--- src/rtl/nqbs_pkg.sv ---
// ----------------------------------------------------------------------------
// nqbs_pkg
// Shared sizes and types for the N-queens backtracking solver.
// ----------------------------------------------------------------------------
package nqbs_pkg;

  localparam int MAX_N  = 8;
  localparam int DIAG_N = 2 * MAX_N - 1;
  localparam int IDX_W  = $clog2(MAX_N);
  localparam int CNT_W  = $clog2(MAX_N + 1);
  localparam int DIAG_W = $clog2(DIAG_N);

  localparam logic [CNT_W-1:0] BOARD_RESET = CNT_W'(MAX_N);

  typedef logic [IDX_W-1:0] idx_t;
  typedef logic [CNT_W-1:0] cnt_t;

  typedef struct packed {
    logic clear_all;
    logic set;
    logic clr;
    idx_t row;
    idx_t col;
  } flag_cmd_t;

endpackage

--- src/rtl/nqbs_safety.sv ---
// ----------------------------------------------------------------------------
// nqbs_safety
// Row and diagonal occupancy flags with the shared conflict check.
// ----------------------------------------------------------------------------
module nqbs_safety import nqbs_pkg::*; (
  input  logic      clk,
  input  logic      rst,
  input  cnt_t      n,
  input  flag_cmd_t cmd,
  input  idx_t      try_row,
  input  idx_t      try_col,
  output logic      safe
);

  logic [MAX_N-1:0]  row_used;
  logic [DIAG_N-1:0] sum_used;
  logic [DIAG_N-1:0] diff_used;

  logic [DIAG_W-1:0] try_sum;
  logic [DIAG_W-1:0] try_diff;
  logic [DIAG_W-1:0] cmd_sum;
  logic [DIAG_W-1:0] cmd_diff;

  function automatic logic [DIAG_W-1:0] diff_idx(idx_t r, idx_t c, cnt_t nn);
    logic [DIAG_W:0] t;
    t = (DIAG_W + 1)'(r) + (DIAG_W + 1)'(nn) - (DIAG_W + 1)'(1) - (DIAG_W + 1)'(c);
    return t[DIAG_W-1:0];
  endfunction

  assign try_sum  = DIAG_W'(try_row) + DIAG_W'(try_col);
  assign try_diff = diff_idx(try_row, try_col, n);
  assign cmd_sum  = DIAG_W'(cmd.row) + DIAG_W'(cmd.col);
  assign cmd_diff = diff_idx(cmd.row, cmd.col, n);

  assign safe = !row_used[try_row] && !sum_used[try_sum] && !diff_used[try_diff];

  always_ff @(posedge clk) begin
    if (rst || cmd.clear_all) begin
      row_used  <= '0;
      sum_used  <= '0;
      diff_used <= '0;
    end else if (cmd.set || cmd.clr) begin
      row_used[cmd.row]  <= cmd.set;
      sum_used[cmd_sum]  <= cmd.set;
      diff_used[cmd_diff] <= cmd.set;
    end
  end

endmodule

--- src/rtl/n_queens_backtrack_solver.sv ---
// ----------------------------------------------------------------------------
// n_queens_backtrack_solver
// Depth-first N-queens search, one candidate row tested per cycle by a shared
// conflict check; answer streamed one word per column, or one not-found word.
// Sequence: start_column is first reduced below n by repeated subtraction,
// then each row tried or backtrack step is taken in turn (data dependent),
// then the result words are emitted. Throughput: one request at a time.
// Reset: board_size returns to 8, flags clear, sequencer idle, no output.
// ----------------------------------------------------------------------------
module n_queens_backtrack_solver import nqbs_pkg::*; (
  input  logic        clk,
  input  logic        rst,
  input  logic        psel,
  input  logic        penable,
  input  logic        pwrite,
  input  logic [2:0]  paddr,
  input  logic [31:0] pwdata,
  output logic [31:0] prdata,
  output logic        pready,
  input  logic        in_valid,
  output logic        in_stall,
  input  logic [2:0]  start_column,
  output logic        out_valid,
  input  logic        out_stall,
  output logic [2:0]  column,
  output logic [2:0]  queen_row,
  output logic        found,
  output logic        last
);

  typedef enum logic [1:0] {S_IDLE, S_NORM, S_SEARCH, S_EMIT} state_t;

  state_t    state;
  cnt_t      board_size;
  cnt_t      n;
  idx_t      start;
  cnt_t      depth;
  idx_t      col;
  cnt_t      row_try;
  logic      fail;
  cnt_t      ecol;
  idx_t      eptr;
  idx_t      stack [MAX_N];

  flag_cmd_t cmd;
  logic      safe;
  idx_t      rd_addr;
  idx_t      stack_row;
  idx_t      prev_col;
  idx_t      next_col;
  cnt_t      n_eff;
  logic      cfg_wr;

  assign pready = 1'b1;
  assign cfg_wr = psel && penable && pwrite && !paddr[2];
  assign prdata = paddr[2] ? 32'd0 : 32'(board_size);
  assign in_stall = (state != S_IDLE);

  assign n_eff = (board_size == '0) ? cnt_t'(1) :
                 (board_size > cnt_t'(MAX_N)) ? cnt_t'(MAX_N) : board_size;

  assign rd_addr   = (state == S_EMIT) ? eptr : idx_t'(depth - cnt_t'(1));
  assign stack_row = stack[rd_addr];
  assign prev_col  = (col == '0) ? idx_t'(n - cnt_t'(1)) : idx_t'(col - idx_t'(1));
  assign next_col  = (cnt_t'(col) + cnt_t'(1) == n) ? '0 : idx_t'(col + idx_t'(1));

  always_comb begin
    cmd = '0;
    cmd.col = col;
    cmd.row = row_try[IDX_W-1:0];
    unique case (state)
      S_IDLE: cmd.clear_all = in_valid;
      S_SEARCH: begin
        if (depth != n) begin
          if (row_try < n) begin
            cmd.set = safe;
          end else if (depth != '0) begin
            cmd.clr = 1'b1;
            cmd.row = stack_row;
            cmd.col = prev_col;
          end
        end
      end
      default: cmd = '0;
    endcase
  end

  nqbs_safety u_safety (
    .clk     (clk),
    .rst     (rst),
    .n       (n),
    .cmd     (cmd),
    .try_row (row_try[IDX_W-1:0]),
    .try_col (col),
    .safe    (safe)
  );

  always_ff @(posedge clk) begin
    if (rst) begin
      state      <= S_IDLE;
      board_size <= BOARD_RESET;
      out_valid  <= 1'b0;
    end else begin
      if (cfg_wr) begin
        board_size <= pwdata[CNT_W-1:0];
      end
      if (out_valid && !out_stall && state != S_EMIT) begin
        out_valid <= 1'b0;
      end
      unique case (state)
        S_IDLE: begin
          if (in_valid) begin
            n     <= n_eff;
            start <= start_column;
            state <= S_NORM;
          end
        end
        S_NORM: begin
          if (cnt_t'(start) >= n) begin
            start <= idx_t'(cnt_t'(start) - n);
          end else begin
            col     <= start;
            depth   <= '0;
            row_try <= '0;
            state   <= S_SEARCH;
          end
        end
        S_SEARCH: begin
          if (depth == n) begin
            fail  <= 1'b0;
            ecol  <= '0;
            eptr  <= (start == '0) ? '0 : idx_t'(n - cnt_t'(start));
            state <= S_EMIT;
          end else if (row_try < n) begin
            if (safe) begin
              stack[depth[IDX_W-1:0]] <= row_try[IDX_W-1:0];
              depth   <= depth + cnt_t'(1);
              col     <= next_col;
              row_try <= '0;
            end else begin
              row_try <= row_try + cnt_t'(1);
            end
          end else if (depth == '0) begin
            fail  <= 1'b1;
            state <= S_EMIT;
          end else begin
            depth   <= depth - cnt_t'(1);
            col     <= prev_col;
            row_try <= cnt_t'(stack_row) + cnt_t'(1);
          end
        end
        S_EMIT: begin
          if (!out_valid || !out_stall) begin
            out_valid <= 1'b1;
            if (fail) begin
              column    <= '0;
              queen_row <= '0;
              found     <= 1'b0;
              last      <= 1'b1;
              state     <= S_IDLE;
            end else begin
              column    <= ecol[2:0];
              queen_row <= stack_row;
              found     <= 1'b1;
              last      <= (ecol + cnt_t'(1) == n);
              eptr      <= (cnt_t'(eptr) + cnt_t'(1) == n) ? '0 : idx_t'(eptr + idx_t'(1));
              ecol      <= ecol + cnt_t'(1);
              if (ecol + cnt_t'(1) == n) begin
                state <= S_IDLE;
              end
            end
          end
        end
        default: state <= S_IDLE;
      endcase
    end
  end

endmodule

--- config.mk ---
export PLATFORM = sky130hd
export DESIGN_NAME = n_queens_backtrack_solver
export DESIGN_NICKNAME = d
export VERILOG_FILES = /design/src/rtl/nqbs_pkg.sv /design/src/rtl/nqbs_safety.sv /design/src/rtl/n_queens_backtrack_solver.sv
export SDC_FILE = /design/constraint.sdc
export NUM_CORES = 1
export LEC_CHECK = 0
export ABC_AREA = 1
export BUFFER_PORTS_ARGS = -buffer_cell sky130_fd_sc_hd__buf_2
export CAP_MARGIN = 15
export CORE_MARGIN = 2
export CORE_UTILIZATION = 30
export DETAILED_ROUTE_END_ITERATION = 8
export PLACE_DENSITY_LB_ADDON = 0.12
export SLEW_MARGIN = 25
export SYNTH_ARGS = -nofsm -noshare
export SYNTH_HDL_FRONTEND = slang
export SYNTH_SLANG_ARGS = --single-unit
export TNS_END_PERCENT = 100
--- constraint.sdc ---
create_clock -name clk -period 4.8 [get_ports clk]
set_clock_uncertainty 0.2 [all_clocks]
set_input_delay 1.44 -clock clk [delete_from_list [all_inputs] [get_ports clk]]
set_output_delay 1.44 -clock clk [all_outputs]
set_load 0.03 [all_outputs]
==> run_results.csv <==
group,metric,value,unit
setup_path,critPathMaxFanout,8,
setup_path,crit_chain,"inv_1 -> ha_1 -> nand2_1 -> o21ai_0 -> inv_1 -> ha_1 -> xnor2_1 -> o21ai_0 -> a32oi_1 -> fa_1 -> fa_1 -> xor2_1 -> inv_1 -> nor2_1 -> buf_4 -> nand3_1 -> o21ai_0 -> nor2_1",
timing,fin_crit_sh,90.5,%
setup_path,worstSetupStartpointType,"flop",
clocking,ctsHoldBuffers,0,
logic_synthesis,syn-cell-area,6760,sq um
global_routing,grt_use_total,15.8,%
logic_synthesis,synth_edf_count,58,
die,start_util,30.8,%
route,wl,18.1,mm
timing,hold_violations,0,
clocking,clockBufferDepth,2,
setup_path,r2r-end,"u_safety.diff_used[0]$_SDFFE_PP0P_",
logic_synthesis,netlist.area_leader.share,25.8,%
die,die_area,23700,sq um
global_routing,grt_pass1_vias,5416,
logic_synthesis,synthFlopType,"edfxtp_1",
setup_path,cp.required,4850,ps
finish,nNetsFinal,991,
route,drt_iter0_markers,308,
clocking,cts_resized,0,
setup_path,r2r_cells,18,
setup_path,crit_slowest_cell,"fa_1",
power,power.leakage,0.00317,uW
logic_synthesis,avgSynthCellArea,7.81,sq um
power,vdd.ir_drop.worst,0.396,mV
timing,max_freq,0.230,GHz
timing,min_period,4340,ps
global_routing,antenna_found_initial,0,
setup_path,worstSetupEndpointType,"flop",
setup_path,r2r_setup_slack,460,ps
route,avgRoutedWirePerCell,15.2,microns
logic_synthesis,synth.area.top_cells,"edfxtp_1, dfxtp_1, nand2_1",
die,die_height,154,microns
logic_synthesis,synthCells,865,
route,dr.pass1.iters,5,
route,drc_errors,0,
clocking,clkSinkCount,103,
logic_synthesis,ys_ff_latch,103,
placement,gp_congestion,0.790,
timing,setup_viol,0,
finish,areaGrowthSynthToFinish,11.3,%
global_routing,grt_pass1_wl,29.6,mm
timing,worst_slack,458,ps
die,rows,54,
logic_synthesis,synth_top_cell_by_area,"edfxtp_1",
global_routing,grt_overflow,0,
setup_path,crit_start,"col[0]$_DFFE_PP_",
clocking,cts-root-buf,"clkbuf_16",
die,io_pins,88,
global_routing,grt_max_degree,59,
route,viasPerCell,4.71,
timing,tightest_slew,634,ps
placement,place_hpwl,13.3,mm
placement,pre_cts_slack,424,ps
min_path,hp-class,"reg2reg",
finish,antenna_cells,0,
logic_synthesis,yosysUniqueCellTypes,50,
clocking,clk_pin_slew,70,ps
flow_run,cap_violations,0,
logic_synthesis,yosys_warnings,0,
setup_path,cp.arrival,4390,ps
setup_path,timing.rr.start,"col[0]$_DFFE_PP_",
clocking,numCtsBuffers,9,
placement,io_buffers,28,
clocking,cts_tree,"done",
finish,final_util,34.2,%
logic_synthesis,synth_sequential_area_ratio,39.1,%
route,antenna_violating_nets_post_route,0,
die,coreArea,22000,sq um
logic_synthesis,async_reset_ff_share,0,%
finish,drive_gt1_share,12.7,%
setup_path,endpoint,"u_safety.diff_used[0]$_SDFFE_PP0P_",
die,die_w,154,microns
route,vias,5605,
timing,drv_slew,0,
clocking,cts_setup_buffers,0,
status,status,"completed",
clocking,clk_latency,360,ps
power,power_density,644,nW/um^2
timing,relSlewSlack,57.6,%
setup_path,max_stage_delay,530,ps
setup_path,critPathKind,"reg2reg",
timing,fin_tns_setup,0,ps
clocking,cts-htree-levels,3,
timing,rsz0062_at_grt,"no",
-- critical path: cells and delay by family, from the launching register on --
| kind | cells | cell delay (ps) |
|---|---|---|
| compound gates | 4 | 850 |
| xor+xnor | 2 | 400 |
| fa+ha+maj | 4 | 1390 |
| flops | 1 | 520 |
| simple gates | 4 | 310 |
| buf+inv | 4 | 560 |
-- cells in the final DEF, fill, tap and decap left out, types with 29 or more instances in the layout --
cell type	Yosys	routed
nand2_1	162	162
dfxtp_1	45	45
nand3_1	103	103
nor2_1	104	104
edfxtp_1	58	58
a31oi_1	30	30
o21ai_0	35	35
ha_1	30	30
conb_1	2	29
inv_1	86	86
-- worst min-delay path by stage --
| stage | from | endpoint | depth (start not counted) |
|---|---|---|---|
| finish | u_safety.row_used[7]$_SDFFE_PP0P_ | u_safety.row_used[7]$_SDFFE_PP0P_ | 2 |
| CTS | u_safety.diff_used[10]$_SDFFE_PP0P_ | u_safety.diff_used[10]$_SDFFE_PP0P_ | 2 |
| global route | u_safety.row_used[7]$_SDFFE_PP0P_ | u_safety.row_used[7]$_SDFFE_PP0P_ | 2 |
| global placement | u_safety.sum_used[4]$_SDFFE_PP0P_ | u_safety.sum_used[4]$_SDFFE_PP0P_ | 2 |
| floorplan | board_size[0]$_SDFFE_PP0P_ | board_size[0]$_SDFFE_PP0P_ | 2 |
| detailed placement | u_safety.diff_used[10]$_SDFFE_PP0P_ | u_safety.diff_used[10]$_SDFFE_PP0P_ | 2 |
-- metrics by stage --
stage          std cells  instance area [sq um]  total power [uW]  hold WS [ps]
2_1_floorplan        892                   6860              3170           246
3_3_place_gp        1173                   7210              4100           264
3_5_place_dp        1173                   7210              4080           268
4_1_cts             1189                   7520              4900           288
5_1_grt             1189                   7520              5300           308
6_report            1189                   7520              4840           284
-- metal layers --
metal,track usage (%),up-vias,routed length [microns]
li1,-,2912,-
met1,22.7,2568,9080
met2,24.3,105,8100
met3,2.76,20,599
met4,4.94,0,308
met5,0,-,0
-- cell families after synthesis --
group                    count (synthesis)  synth area share, %
AND/OR/NAND/NOR                        408                 26.5
buffers and inverters                  157                 11.3
AO/OA/AOI/OAI                          140                 12.2
flip-flops                             103                 39.1
adder cells (fa/ha/maj)                 42                 9.11
XOR/XNOR                                13                 1.69
other                                    2                0.111
-- Yosys cell counts (all sizes together), types with 10 or more instances --
master / count
nand2: 177
nor2: 109
nand3: 104
inv: 99
edfxtp: 58
o21ai: 58
dfxtp: 45
buf: 43
a21oi: 30
a31oi: 30
ha: 30
clkbuf: 13
fa: 12
nor3: 10
-- final cells by class --
| cell class | count | area, sq um |
|---|---|---|
| flip-flops and latches | 103 | 2640 |
| clock buffers | 9 | 225 |
| fillers | 2352 | 14400 |
| inverters | 101 | 389 |
| multi-input cells | 632 | 3450 |
| clock inverters | 7 | 86.3 |
| well taps | 280 | 350 |
| repair buffers | 57 | 370 |
-- state kept, by name, indices dropped and copies added, names as in the netlist --
name / flops
board_size: 4
col: 3
column: 3
depth: 4
ecol: 4
eptr: 3
fail: 1
found: 1
last: 1
n: 4
out_valid: 1
queen_row: 3
row_try: 4
stack: 24
start: 3
state: 2
u_safety.diff_used: 15
u_safety.row_used: 8
u_safety.sum_used: 15
-- where the power goes --
group / total [uW] / switching (uW) / internal [uW]
clock network: 789 / 373 / 416
logic: 2930 / 2030 / 899
registers: 1130 / 71.6 / 1060
total: 4840 / 2470 / 2370
Note: power is estimated with default switching activity, not from simulation.
